[src/hw/rtl/tron_pkg.sv]
// ----------------------------------------------------------------------------
// tron_pkg
// Shared types, protocol constants and the offer table for the Telnet
// receive-side option negotiator.
// ----------------------------------------------------------------------------
package tron_pkg;

  // Number of option bits kept in each bitmap (8 to 64).
  localparam int OPT_COUNT = 32;
  localparam int OPT_IW    = $clog2(OPT_COUNT);

  // Telnet command bytes.
  localparam logic [7:0] B_IAC  = 8'd255;
  localparam logic [7:0] B_DONT = 8'd254;
  localparam logic [7:0] B_DO   = 8'd253;
  localparam logic [7:0] B_WONT = 8'd252;
  localparam logic [7:0] B_WILL = 8'd251;
  localparam logic [7:0] B_SB   = 8'd250;
  localparam logic [7:0] B_SE   = 8'd240;

  // Option numbers that this end supports.
  localparam logic [7:0] OPT_BINARY = 8'd0;
  localparam logic [7:0] OPT_ECHO   = 8'd1;
  localparam logic [7:0] OPT_SGA    = 8'd3;

  // Bit positions of the supported options in the bitmaps.
  localparam int IDX_BINARY = 0;
  localparam int IDX_ECHO   = 1;
  localparam int IDX_SGA    = 3;

  // Job kinds passed from the parser to the output sequencer.
  localparam logic [1:0] JOB_DATA  = 2'd0;
  localparam logic [1:0] JOB_REPLY = 2'd1;
  localparam logic [1:0] JOB_OFFER = 2'd2;

  // Job queue depth.
  localparam int QDEPTH = 4;
  localparam int QAW    = $clog2(QDEPTH);
  localparam int QCW    = $clog2(QDEPTH + 1);

  // Offer sequence length and sequencer step width.
  localparam int OFFER_LEN = 15;
  localparam int STEP_W    = $clog2(OFFER_LEN);

  // Result destinations.
  localparam logic DEST_DATA  = 1'b0;
  localparam logic DEST_REPLY = 1'b1;

  typedef struct packed {
    logic       action;
    logic [7:0] rx_byte;
  } in_item_t;

  typedef struct packed {
    logic       out_dest;
    logic [7:0] out_byte;
    logic       out_last;
  } out_item_t;

  typedef struct packed {
    logic [1:0] kind;
    logic [7:0] verb;
    logic [7:0] val;
  } job_t;

  // Bytes sent on a new connection: WILL SGA, DO SGA, WILL ECHO,
  // WILL BINARY, DO BINARY, each as IAC verb option.
  function automatic logic [7:0] offer_byte(input logic [STEP_W-1:0] idx);
    logic [7:0] b;
    case (idx)
      STEP_W'(0), STEP_W'(3), STEP_W'(6), STEP_W'(9), STEP_W'(12): b = B_IAC;
      STEP_W'(1), STEP_W'(7), STEP_W'(10): b = B_WILL;
      STEP_W'(4), STEP_W'(13): b = B_DO;
      STEP_W'(2), STEP_W'(5): b = OPT_SGA;
      STEP_W'(8): b = OPT_ECHO;
      STEP_W'(11), STEP_W'(14): b = OPT_BINARY;
      default: b = 8'd0;
    endcase
    return b;
  endfunction

endpackage

[src/hw/rtl/tron_front.sv]
// ----------------------------------------------------------------------------
// tron_front
// Byte parser and option negotiation. Takes one item per cycle while accept
// is high, updates parse state and option bitmaps, pushes at most one job.
// ----------------------------------------------------------------------------
module tron_front import tron_pkg::*; (
  input  logic     clk,
  input  logic     rst_n,
  input  logic     accept,
  input  in_item_t item,
  output logic     job_push,
  output job_t     job
);

  // Parse state codes.
  localparam logic [3:0] ST_DATA  = 4'd0;
  localparam logic [3:0] ST_IAC   = 4'd1;
  localparam logic [3:0] ST_DONT  = 4'd2;
  localparam logic [3:0] ST_DO    = 4'd3;
  localparam logic [3:0] ST_WONT  = 4'd4;
  localparam logic [3:0] ST_WILL  = 4'd5;
  localparam logic [3:0] ST_SBID  = 4'd6;
  localparam logic [3:0] ST_SB    = 4'd7;
  localparam logic [3:0] ST_SBIAC = 4'd8;

  // Printable data window, low bound inclusive and high bound exclusive.
  localparam logic [7:0] DATA_LO = 8'd3;
  localparam logic [7:0] DATA_HI = 8'd127;

  logic [3:0]           state_r, state_nxt;
  logic [OPT_COUNT-1:0] local_r, local_nxt;
  logic [OPT_COUNT-1:0] remote_r, remote_nxt;
  logic                 binary_r, binary_nxt;

  logic                 neg_req;
  logic                 neg_remote;
  logic                 neg_on;
  logic [7:0]           neg_verb;
  logic [OPT_IW-1:0]    opt_idx;
  logic                 cur_bit;
  logic [7:0]           c;

  assign c       = item.rx_byte;
  assign opt_idx = c[OPT_IW-1:0];

  // Parser and negotiation decision for the current item.
  always_comb begin
    state_nxt  = state_r;
    local_nxt  = local_r;
    remote_nxt = remote_r;
    binary_nxt = binary_r;
    job_push   = 1'b0;
    job        = '0;
    neg_req    = 1'b0;
    neg_remote = 1'b0;
    neg_on     = 1'b0;
    neg_verb   = B_WONT;
    cur_bit    = 1'b0;

    if (item.action) begin
      // New connection: clear everything, then claim the offered options.
      state_nxt              = ST_DATA;
      local_nxt              = '0;
      remote_nxt             = '0;
      binary_nxt             = 1'b0;
      local_nxt[IDX_SGA]     = 1'b1;
      local_nxt[IDX_ECHO]    = 1'b1;
      local_nxt[IDX_BINARY]  = 1'b1;
      remote_nxt[IDX_SGA]    = 1'b1;
      remote_nxt[IDX_BINARY] = 1'b1;
      job_push               = 1'b1;
      job.kind               = JOB_OFFER;
    end else begin
      case (state_r)
        ST_DATA: begin
          if (c == B_IAC) begin
            state_nxt = ST_IAC;
          end else if (binary_r || (c >= DATA_LO && c < DATA_HI)) begin
            job_push = 1'b1;
            job.kind = JOB_DATA;
            job.val  = c;
          end
        end
        ST_IAC: begin
          if (c == B_IAC) begin
            // Escaped IAC passes only in binary mode.
            if (binary_r) begin
              job_push = 1'b1;
              job.kind = JOB_DATA;
              job.val  = B_IAC;
            end
            state_nxt = ST_DATA;
          end else if (c == B_DONT) begin
            state_nxt = ST_DONT;
          end else if (c == B_DO) begin
            state_nxt = ST_DO;
          end else if (c == B_WONT) begin
            state_nxt = ST_WONT;
          end else if (c == B_WILL) begin
            state_nxt = ST_WILL;
          end else if (c == B_SB) begin
            state_nxt = ST_SBID;
          end else begin
            state_nxt = ST_DATA;
          end
        end
        ST_DONT: begin
          neg_req   = 1'b1;
          neg_verb  = B_WONT;
          state_nxt = ST_DATA;
        end
        ST_DO: begin
          neg_req   = 1'b1;
          neg_on    = (c == OPT_SGA) || (c == OPT_ECHO) || (c == OPT_BINARY);
          neg_verb  = neg_on ? B_WILL : B_WONT;
          state_nxt = ST_DATA;
        end
        ST_WONT: begin
          neg_req    = 1'b1;
          neg_remote = 1'b1;
          neg_verb   = B_DONT;
          state_nxt  = ST_DATA;
        end
        ST_WILL: begin
          neg_req    = 1'b1;
          neg_remote = 1'b1;
          neg_on     = (c == OPT_SGA) || (c == OPT_BINARY);
          neg_verb   = neg_on ? B_DO : B_DONT;
          if (c == OPT_BINARY) begin
            binary_nxt = 1'b1;
          end
          state_nxt  = ST_DATA;
        end
        ST_SBID: begin
          state_nxt = ST_SB;
        end
        ST_SB: begin
          if (c == B_IAC) begin
            state_nxt = ST_SBIAC;
          end
        end
        ST_SBIAC: begin
          state_nxt = (c == B_SE) ? ST_DATA : ST_SB;
        end
        default: begin
          state_nxt = ST_DATA;
        end
      endcase

      // Flip the option bit and reply only when it actually changes.
      if (neg_req && (c < 8'(OPT_COUNT))) begin
        cur_bit = neg_remote ? remote_r[opt_idx] : local_r[opt_idx];
        if (cur_bit != neg_on) begin
          if (neg_remote) begin
            remote_nxt[opt_idx] = neg_on;
          end else begin
            local_nxt[opt_idx] = neg_on;
          end
          job_push = 1'b1;
          job.kind = JOB_REPLY;
          job.verb = neg_verb;
          job.val  = c;
        end
      end
    end

    // Nothing moves without an accepted item.
    if (!accept) begin
      job_push = 1'b0;
    end
  end

  // Parser state and option bitmaps.
  always_ff @(posedge clk) begin
    if (!rst_n) begin
      state_r  <= ST_DATA;
      local_r  <= '0;
      remote_r <= '0;
      binary_r <= 1'b0;
    end else if (accept) begin
      state_r  <= state_nxt;
      local_r  <= local_nxt;
      remote_r <= remote_nxt;
      binary_r <= binary_nxt;
    end
  end

endmodule

[src/hw/rtl/tron_queue.sv]
// ----------------------------------------------------------------------------
// tron_queue
// Short job queue between the parser and the output sequencer.
// ----------------------------------------------------------------------------
module tron_queue import tron_pkg::*; (
  input  logic clk,
  input  logic rst_n,
  input  logic push,
  input  job_t wr_job,
  output logic full,
  input  logic pop,
  output logic empty,
  output job_t rd_job
);

  job_t           mem_r [QDEPTH];
  logic [QAW-1:0] wr_ptr_r;
  logic [QAW-1:0] rd_ptr_r;
  logic [QCW-1:0] count_r;
  logic           do_push;
  logic           do_pop;

  assign full    = (count_r == QCW'(QDEPTH));
  assign empty   = (count_r == '0);
  assign do_push = push && !full;
  assign do_pop  = pop && !empty;
  assign rd_job  = mem_r[rd_ptr_r];

  // Storage.
  always_ff @(posedge clk) begin
    if (do_push) begin
      mem_r[wr_ptr_r] <= wr_job;
    end
  end

  // Pointers and fill count.
  always_ff @(posedge clk) begin
    if (!rst_n) begin
      wr_ptr_r <= '0;
      rd_ptr_r <= '0;
      count_r  <= '0;
    end else begin
      if (do_push) begin
        wr_ptr_r <= (wr_ptr_r == QAW'(QDEPTH - 1)) ? '0 : wr_ptr_r + 1'b1;
      end
      if (do_pop) begin
        rd_ptr_r <= (rd_ptr_r == QAW'(QDEPTH - 1)) ? '0 : rd_ptr_r + 1'b1;
      end
      if (do_push && !do_pop) begin
        count_r <= count_r + 1'b1;
      end else if (do_pop && !do_push) begin
        count_r <= count_r - 1'b1;
      end
    end
  end

endmodule

[src/hw/rtl/tron_back.sv]
// ----------------------------------------------------------------------------
// tron_back
// Output sequencer. Expands the head job of the queue into result bytes,
// one per cycle unless held by a full stage, into a registered output stage.
// ----------------------------------------------------------------------------
module tron_back import tron_pkg::*; (
  input  logic      clk,
  input  logic      rst_n,
  input  logic      q_empty,
  input  job_t      q_job,
  output logic      q_pop,
  input  logic      out_pop,
  output logic      out_empty,
  output out_item_t out_item
);

  logic              out_valid_r;
  out_item_t         out_r;
  logic [STEP_W-1:0] step_r, step_nxt;
  out_item_t         res;
  logic              load;

  // Result byte for the current step of the head job.
  always_comb begin
    res = '0;
    case (q_job.kind)
      JOB_DATA: begin
        res.out_dest = DEST_DATA;
        res.out_byte = q_job.val;
        res.out_last = 1'b1;
      end
      JOB_REPLY: begin
        res.out_dest = DEST_REPLY;
        res.out_last = (step_r == STEP_W'(2));
        if (step_r == STEP_W'(0)) begin
          res.out_byte = B_IAC;
        end else if (step_r == STEP_W'(1)) begin
          res.out_byte = q_job.verb;
        end else begin
          res.out_byte = q_job.val;
        end
      end
      JOB_OFFER: begin
        res.out_dest = DEST_REPLY;
        res.out_byte = offer_byte(step_r);
        res.out_last = (step_r == STEP_W'(OFFER_LEN - 1));
      end
      default: begin
        res.out_dest = DEST_DATA;
        res.out_byte = q_job.val;
        res.out_last = 1'b1;
      end
    endcase
  end

  // Load the output stage when a job waits and the stage is free or drained.
  assign load     = !q_empty && (!out_valid_r || out_pop);
  assign q_pop    = load && res.out_last;
  assign step_nxt = res.out_last ? '0 : step_r + 1'b1;

  always_ff @(posedge clk) begin
    if (!rst_n) begin
      out_valid_r <= 1'b0;
      step_r      <= '0;
    end else begin
      if (load) begin
        out_valid_r <= 1'b1;
        step_r      <= step_nxt;
      end else if (out_pop) begin
        out_valid_r <= 1'b0;
      end
    end
  end

  // Output payload register.
  always_ff @(posedge clk) begin
    if (load) begin
      out_r <= res;
    end
  end

  assign out_empty = !out_valid_r;
  assign out_item  = out_r;

endmodule

[src/hw/rtl/telnet_receive_option_negotiator.sv]
// ----------------------------------------------------------------------------
// telnet_receive_option_negotiator
// Telnet receive-side parser with option negotiation: data bytes go to the
// receive buffer, replies to the peer, both on one result queue.
//
//   Channel  Ports                         Transaction
//   input    in_push, in_full, in_item     one received byte or new connection
//   result   out_pop, out_empty, out_item  one data or reply byte
//
// The parser takes one item per cycle and is stalled only by a full job
// queue (four jobs). The output sequencer emits one byte per cycle unless
// the full output stage is not popped: a data job gives one byte, a reply
// three, a new-connection offer fifteen. Results pass the queue and stage.
// Synchronous active-low reset clears the parse state, option bitmaps,
// binary mode, the queue and the output stage.
// ----------------------------------------------------------------------------
module telnet_receive_option_negotiator import tron_pkg::*; (
  input  logic      clk,
  input  logic      rst_n,
  input  logic      in_push,
  output logic      in_full,
  input  in_item_t  in_item,
  input  logic      out_pop,
  output logic      out_empty,
  output out_item_t out_item
);

  logic in_accept;
  logic job_push;
  job_t job_in;
  logic q_full;
  logic q_empty;
  logic q_pop;
  job_t q_job;

  assign in_full   = q_full;
  assign in_accept = in_push && !q_full;

  // Parser front end.
  tron_front u_front (
    .clk      (clk),
    .rst_n    (rst_n),
    .accept   (in_accept),
    .item     (in_item),
    .job_push (job_push),
    .job      (job_in)
  );

  // Job queue.
  tron_queue u_queue (
    .clk    (clk),
    .rst_n  (rst_n),
    .push   (job_push),
    .wr_job (job_in),
    .full   (q_full),
    .pop    (q_pop),
    .empty  (q_empty),
    .rd_job (q_job)
  );

  // Output sequencer.
  tron_back u_back (
    .clk       (clk),
    .rst_n     (rst_n),
    .q_empty   (q_empty),
    .q_job     (q_job),
    .q_pop     (q_pop),
    .out_pop   (out_pop),
    .out_empty (out_empty),
    .out_item  (out_item)
  );

  // A data byte is always a transaction's only result.
  a_data_single: assert property (@(posedge clk) disable iff (!rst_n)
    (!out_empty && out_item.out_dest == DEST_DATA) |-> out_item.out_last)
    else $error("data result not marked last");

  // A reply always ends with an option number in range.
  a_reply_opt: assert property (@(posedge clk) disable iff (!rst_n)
    (!out_empty && out_item.out_dest == DEST_REPLY && out_item.out_last)
      |-> (out_item.out_byte < 8'(OPT_COUNT)))
    else $error("reply ends with an out-of-range option");

  // The rest of a multi-byte reply follows without a gap.
  a_reply_cont: assert property (@(posedge clk) disable iff (!rst_n)
    (out_pop && !out_empty && !out_item.out_last) |=> !out_empty)
    else $error("gap inside a multi-byte reply");

endmodule
[config.mk]
export PLATFORM = sky130hd
export DESIGN_NAME = telnet_receive_option_negotiator
export DESIGN_NICKNAME = d
export VERILOG_FILES = /design/src/hw/rtl/tron_pkg.sv /design/src/hw/rtl/tron_front.sv /design/src/hw/rtl/tron_queue.sv /design/src/hw/rtl/tron_back.sv /design/src/hw/rtl/telnet_receive_option_negotiator.sv
export SDC_FILE = /design/constraint.sdc
export NUM_CORES = 1
export LEC_CHECK = 0
export ABC_AREA = 1
export BUFFER_PORTS_ARGS = -buffer_cell sky130_fd_sc_hd__buf_2
export CORE_MARGIN = 2
export CORE_UTILIZATION = 63
export DETAILED_ROUTE_END_ITERATION = 6
export HOLD_SLACK_MARGIN = 0.12
export PLACE_DENSITY = 0.84
export SETUP_SLACK_MARGIN = 0.15
export SLEW_MARGIN = 20
export SYNTH_ARGS = -nofsm -noshare
export SYNTH_HDL_FRONTEND = slang
export SYNTH_HIERARCHICAL = 1
export SYNTH_SLANG_ARGS = --single-unit
[constraint.sdc]
create_clock -name clk -period 4.8 [get_ports clk]
set_clock_uncertainty 0.05 [all_clocks]
set_input_delay 0.96 -clock clk [delete_from_list [all_inputs] [get_ports clk]]
set_output_delay 0.96 -clock clk [all_outputs]
set_load 0.02 [all_outputs]
# Word-level counts from Yosys, hierarchy flattened
# Memories as Yosys holds them, arrays and structs flattened. A register that Yosys moved wholly into a read port is not among the register bits.
# Cells that the tools add are included.
totals:
  mem_bits_ro: 128
  ramBits: 72
  output_inout_bits: 12
  input_bits: 13
  regBits: 91
  n_memories: 2
mem_list:
  columns: ["memory", "words", "width", "read_ports", "rd_ports_with_merged_regs", "wr", "line", "source"]
  rows:
  - ["(no name shown)", 16, 8, 1, 1, 0, "tron_pkg.sv:70", "case (idx)"]
  - ["u_queue.mem_r", 4, 18, 1, 1, 1, "tron_queue.sv:16", "job_t mem_r [QDEPTH];"]
op_classes:
  mux: 74
  n_lt_le_gt_ge: 5
  n_reduce_logical: 37
  addsub: 5
  eq_ne: 29
op_table:
  columns: ["operator", "n"]
  rows:
  - ["$mux W32", 8]
  - ["$bwmux W32", 2]
  - ["$eq A8 B8 Y1 const B", 7]
  - ["$mux W8", 6]
  - ["$mux W4", 11]
  - ["$mux W1", 24]
  - ["$pmux W8 S3", 1]
  - ["$pmux W10 S2", 1]
  - ["$pmux W4 S5", 1]
  - ["$mux W18", 1]
  - ["$mux W17", 1]
  - ["$eq A4 B3 Y1 const B", 4]
  - ["$mux W16", 1]
  - ["$pmux W8 S2", 1]
  - ["$mux W3", 5]
  - ["$reduce_bool A2 Y1", 7]
  - ["$eq A4 B2 Y1 const B", 3]
  - ["$mux W2", 6]
  - ["$bmux W1 S5", 2]
  - ["$logic_and A1 B1 Y1", 10]
  - ["$eq A4 B1 Y1 const B", 2]
  - ["$eq A4 B4 Y1 const B", 2]
  - ["$eq A8 B1 Y1 const B", 1]
  - ["$eq A8 B2 Y1 const B", 1]
  - ["26 further kinds", 42]

# Logic depth before layout (Yosys ltp)
logic_depth:
  depth_word: 15
  mapped_depth: 29

# Cells and area by module
# The synthesis kept the hierarchy.
modules_own_cells:
  columns: ["mod", "area_per_inst_um2", "instances", "seq_area_each_um2", "cells_per_inst"]
  rows:
  - ["tron_front", 3966.3, 1, 1381.3, 673]
  - ["tron_queue", 3210.6, 1, 2342.2, 246]
  - ["tron_back", 1295.0, 1, 480.5, 157]
  - ["telnet_receive_option_negotiator", 10.0, 1, 0.0, 2]

# Least setup slack after synthesis
# Ideal clock, no wire load.
synth_timing:
  path_type: "in2reg"
  startpoint: "in in_item[1] (netlist name)"
  endpoint: "mem u_queue/mem_r[0][0] (netlist name), enable pin"
  slack_ns: 1.056
  n_path_buf: 1
  arrival_time_ns: 3.302
  required_time_ns: 4.357
  cell_stages: 18
  setup_time_ns: 0.393
  cell_sequence: "buf_4 > nand2_1 > inv_1 > nand2_1 > nand2_1 > nor2_1 > nor2_1 > nor2_1 > nand2_1 > nand3_1 > nand3_1 > nand2_1 > nand2_1 > o211ai_1 > o21ai_0 > inv_1 > nand2_2 > nor2_1"
synth_between:
  elab_chain_cells: 13
  elab_cells_between_ends: 32
  cone_classes: "3 x order compare; 4 x eq/ne; 17 x mux; 8 x reduce/logical"
synth_lines:
  columns: ["item", "line", "source"]
  rows:
  - ["start: declaration", "telnet_receive_option_negotiator.sv:22", "input in_item_t in_item,"]
  - ["$ge A8 B2 Y1 (tied with other cells)", "tron_front.sv:78", "end else if (binary_r || (c >= DATA_LO && c < DATA_HI)) begin"]
  - ["$logic_and A1 B1 Y1 / $logic_or A1 B1 Y1 (equally long branches)", "tron_front.sv:78, tron_front.sv:114", null]
  - ["$logic_or A1 B1 Y1 (on tied branches)", "tron_front.sv:78, tron_front.sv:114", null]
  - ["$mux W1 / $pmux W1 S2 (equally long branches)", "tron_front.sv:78, tron_front.sv:74", null]
  - ["$mux W1 (on tied branches)", "tron_front.sv:76, tron_front.sv:60", null]
  - ["$pmux W1 S2 / $ne A1 B1 Y1 (equally long branches)", "tron_front.sv:74, tron_front.sv:153", null]
  - ["$mux W1", "tron_front.sv:153", "if (cur_bit != neg_on) begin"]
  - ["$mux W1 *", "tron_front.sv:151", "if (neg_req && (c < 8'(OPT_COUNT))) begin"]
  - ["$mux W1 *", "tron_front.sv:60", "if (item.action) begin"]
  - ["$mux W1 *", "tron_front.sv:168", "if (!accept) begin"]
  - ["net job_push", "telnet_receive_option_negotiator.sv:29", "logic job_push;"]
  - ["$logic_and A1 B1 Y1 *", "tron_queue.sv:25", "assign do_push = push && !full;"]
  - ["$mux W1 *", "tron_queue.sv:31", "if (do_push) begin"]
  - ["$mux W1 (not written as such) *", "tron_queue.sv:32", "mem_r[wr_ptr_r] <= wr_job;"]
  - ["end: declaration", "tron_queue.sv:16", null]
# The timed path passes the listed nets; every way through them passes the cells marked *. The select of a mux whose other input is x is not followed.

# Worst setup path in the final report
layout_timing:
  startpoint: "in in_item[1] (netlist name)"
  endpoint: "reg u_queue.count_r[1]"
layout_between:
  elab_chain_cells: 14
  elab_cells_between_ends: 35
  cone_classes: "3 x order compare; 4 x eq/ne; 16 x mux; 12 x reduce/logical"
layout_lines:
  columns: ["item", "line", "source"]
  rows:
  - ["$ge A8 B2 Y1 (tied with other cells)", "tron_front.sv:78", null]
  - ["$logic_and A1 B1 Y1 / $logic_or A1 B1 Y1 (equally long branches)", "tron_front.sv:78, tron_front.sv:114", null]
  - ["$logic_or A1 B1 Y1 (on tied branches)", "tron_front.sv:78, tron_front.sv:114", null]
  - ["$mux W1 / $pmux W1 S2 (equally long branches)", "tron_front.sv:78, tron_front.sv:74", null]
  - ["$mux W1 (on tied branches)", "tron_front.sv:76, tron_front.sv:60", null]
  - ["$pmux W1 S2 / $ne A1 B1 Y1 (equally long branches)", "tron_front.sv:74, tron_front.sv:153", null]
  - ["$mux W1", "tron_front.sv:153", null]
  - ["$mux W1 *", "tron_front.sv:151", null]
  - ["$mux W1 *", "tron_front.sv:60", null]
  - ["$mux W1 *", "tron_front.sv:168", null]
  - ["net job_push", "telnet_receive_option_negotiator.sv:29", null]
  - ["$logic_and A1 B1 Y1 *", "tron_queue.sv:25", null]
  - ["net u_queue.do_push", "tron_queue.sv:20", "logic do_push;"]
  - ["$logic_not A1 Y1", "tron_queue.sv:51", "end else if (do_pop && !do_push) begin"]
  - ["$logic_and A1 B1 Y1", "tron_queue.sv:51", null]
  - ["$reduce_bool A2 Y1 (no line)", null, null]
  - ["end signal: assignment", "tron_queue.sv:50", "count_r <= count_r + 1'b1;"]
  - ["end signal: assignment", "tron_queue.sv:52", "count_r <= count_r - 1'b1;"]
  - ["end: declaration", "tron_queue.sv:19", "logic [QCW-1:0] count_r;"]
# Marks and branches as above.
# A chain may end at the register's enable or synchronous reset.

==> summary.md <==
| Metric | Value |
|---|---|
| Power per cell area | `529 nW/µm²` |
| Core Util, Final | `69.5%` |
| Top-area cell type share of the netlist area | `29.0%` |
| Setup slack, reg-to-reg | `1.34 ns` |
| Port Buffer Count | `24` |
| Buffers & Inverters on Critical Path | `5` |
| Initial Util | `64.3%` |
| Clock Root Buffer | `clkbuf_16` |
| Hold path depth | `2` |
| Vias/cell | `5.63` |
| CP Capture Type | `flip-flop` |
| Core ar. | `13200 µm²` |
| Crit-path max cell delay | `0.41 ns` |
| Fin. max-slew vios | `0` |
| Fin crit period | `4.04 ns` |
| Number of synthesized flops with an enable pin | `82` |
| Vias | `7152` |
| Mapped Nets | `1110` |
| Initial antenna violation count | `0` |
| Post-detailed-route count of antenna-violating nets | `0` |
| Clk slew on worst S/H paths | `0.06 ns` |
| Post_cts resized | `0` |
| Cell Area, Placed | `8590 µm²` |
| Largest net degree at the start of global routing | `66` |
| Failing checks | `design-rule violations` |
| Placed wire-length estimate | `12.6 mm` |
| Outcome | `finished, violations left` |
| Crit-path cells | `buf_2 -> inv_1 -> nand2_2 -> o21ai_0 -> nor2_1 -> nor2_1 -> nor2_1 -> nand2_1 -> nand3_1 -> nand3_1 -> nand2_1 -> nand2_1 -> o211ai_1 -> o21ai_0 -> inv_1 -> nand2_2 -> inv_1 -> ha_1 -> inv_1 -> fa_1 -> o21ai_0 -> nor2_1` |
| Leak Pwr | `3.80 nW` |
| Crit Path Max Fanout | `18` |
| Syn_area_per_cell | `7.87 µm²` |
| Vias in the first global route | `6852` |
| DR WL/cell | `15.1 µm` |
| CP arrival | `4.32 ns` |
| DRT iter0 DRCs | `880` |
| Ratio of cells with drive above 1 in the final layout | `9.50%` |
| Number of diodes | `0` |
| Final #Nets | `1114` |
| Most common cell after layout, fill and taps aside | `nand2_1` |
| Synth warn | `6` |
| # hold bufs at CTS | `0` |
| Max VDD drop | `0.210 mV` |
| Asr flop ratio synth | `0%` |
| Period utilization | `84.1%` |
| DIE AREA | `14400 µm²` |
| # IOs | `25` |
| Mapped Area | `8480 µm²` |
| Seq cells post-synth | `169` |
| Yosys cell types | `40` |
| Largest area contributor in the netlist | `edfxtp_1` |
| F_max | `248 MHz` |
| WP depth | `22` |
| Commonest non-fill, non-tap cells in the layout | `nand2_1 (262), nor2_1 (196), inv_1 (119), dfxtp_1 (87), edfxtp_1 (82)` |
| First-pass GRT wire length | `32.1 mm` |
| Final hold vios | `0` |
| Final Cell Area | `9170 µm²` |
| RSZ-0062 raised after global routing | `false` |
| Final setup violation count | `0` |
| Sequential area share after synthesis | `49.6%` |
| CP Launch Type | `primary input` |
| Worst r2r path cells | `19` |
| Total power | `0.00486 W` |
| TritonCTS buffer count | `17` |
| Slew @ Worst Pin | `0.948 ns` |
| Setup CP Type | `in2reg` |
| FP Rows | `42` |
| Slowest stage cell on the critical path | `fa_1` |
| TritonRoute pass-1 iters | `7` |
| DR DRC count | `1` |
| GRT overflow | `0` |
| Min-Delay Path Class | `reg2reg` |
| Final hold slack | `0.388 ns` |
| Worst skew pair latency | `0.44 ns` |
| Clock sinks | `169` |
| Total Routed Length | `19.2 mm` |
| Post-Synthesis Cells | `1078` |
| Post-CTS Setup Repair Bufs | `0` |
| Die width | `120 µm` |
| Die height | `120 µm` |
| Synth Flop Type | `dfxtp_1` |
| # H-tree levels | `4` |
| Max-Slew Margin vs Limit | `36.2%` |
| Area growth syn-to-layout | `8.13%` |
| Synth top area cells | `edfxtp_1 (29%), dfxtp_1 (21%), nand2_1 (12%), nor2_1 (8.7%), inv_1 (5.3%)` |
| Worst Path Required | `5.08 ns` |
| CTS tree | `built` |
| GRT Total Usage | `28.0%` |
| Worst path top cell family by delay | `simple AND/OR/NAND/NOR gates` |
| RD Place Congestion | `0.921` |
| Clock Path Buffers | `2` |
| Number of max-cap violations | `0` |
| Setup TNS Final | `0 ns` |
==> final cells by class <==
type	instances	area [µm²]
clock inverters	14	139
well taps	176	220
multi-input cells	729	3460
flip-flops and latches	169	4200
inverters	128	490
fillers	1037	4020
clock buffers	18	439
repair buffers	37	218
==> cells in the mapped netlist, types with 2 or more instances <==
cell type  count
a21oi_1       19
nand2_1      263
buf_2          9
nor3_1         5
nor2_2         5
o211ai_1       3
nor2_1       196
nand3_1       20
o21ai_0       67
nor2_4         2
buf_6         11
inv_1        120
buf_1          2
nand3b_1       2
buf_4         12
clkbuf_1      18
nand4_1       43
nand3_2        2
o22ai_1       29
dfxtp_1       87
a31oi_1        3
ha_1          18
o21ai_1       22
nand2_4        2
nand2_2       10
a22oi_1        8
edfxtp_1      82
inv_2          6
==> report_power, final <==
group / leakage (nW) / internal, W / switching (W)
combinational: 2.04 / 0.000535 / 0.00115
clock: 0.270 / 0.000740 / 0.000604
sequential: 1.49 / 0.00174 / 0.0000931
total: 3.80 / 0.00301 / 0.00184
==> registers in the layout, summed over array words and instances (netlist names), 3 cells and up, named ones only <==
name	flops
u_queue/mem_r	72
u_front/local_r	32
u_front/remote_r	32
u_back/out_item	10
u_back/step_r	4
u_front/state_r	4
u_queue/count_r	3
==> routing by layer <==
layer | up-vias | global-route usage (%) | routed length, µm
li1 | 3505 | - | -
met1 | 3292 | 33.3 | 7800
met2 | 299 | 47.7 | 9650
met3 | 56 | 5.42 | 1100
met4 | 0 | 15.3 | 641
met5 | - | 0 | 0
==> stage by stage <==
| step | std cells | setup slack, ns |
|---|---|---|
| 2_1_floorplan | 1078 | 1.06 |
| 3_3_place_gp | 1239 | 0.456 |
| 3_5_place_dp | 1239 | 0.370 |
| 4_1_cts | 1271 | 0.823 |
| 5_1_grt | 1271 | 0.325 |
| 6_report | 1271 | 0.763 |
==> cells by family after synthesis <==
logic type	Yosys count	share of synthesized area [%]
buffers and inverters	180	9.71
AND/OR/NAND/NOR	553	27.4
flip-flops	169	49.6
AO/OA/AOI/OAI	155	10.2
adder cells (fa/ha/maj)	19	2.89
XOR/XNOR	2	0.295
==> final timing paths <==
check                            end               start
hold / removal    u_front/local_r[6]  u_front/local_r[6]
hold reg to reg   u_front/local_r[6]  u_front/local_r[6]
setup / recovery  u_queue/count_r[1]          in_item[1]
setup reg to reg  u_queue/count_r[1]           flip-flop
==> tightest hold or removal path, delay by kind of cell, from the launching register on <==
kind             cells  cell delay, ns
flip-flops           1            0.31
AND/OR/NAND/NOR      2            0.09
No activity file was read; power rests on OpenSTA's default activity.
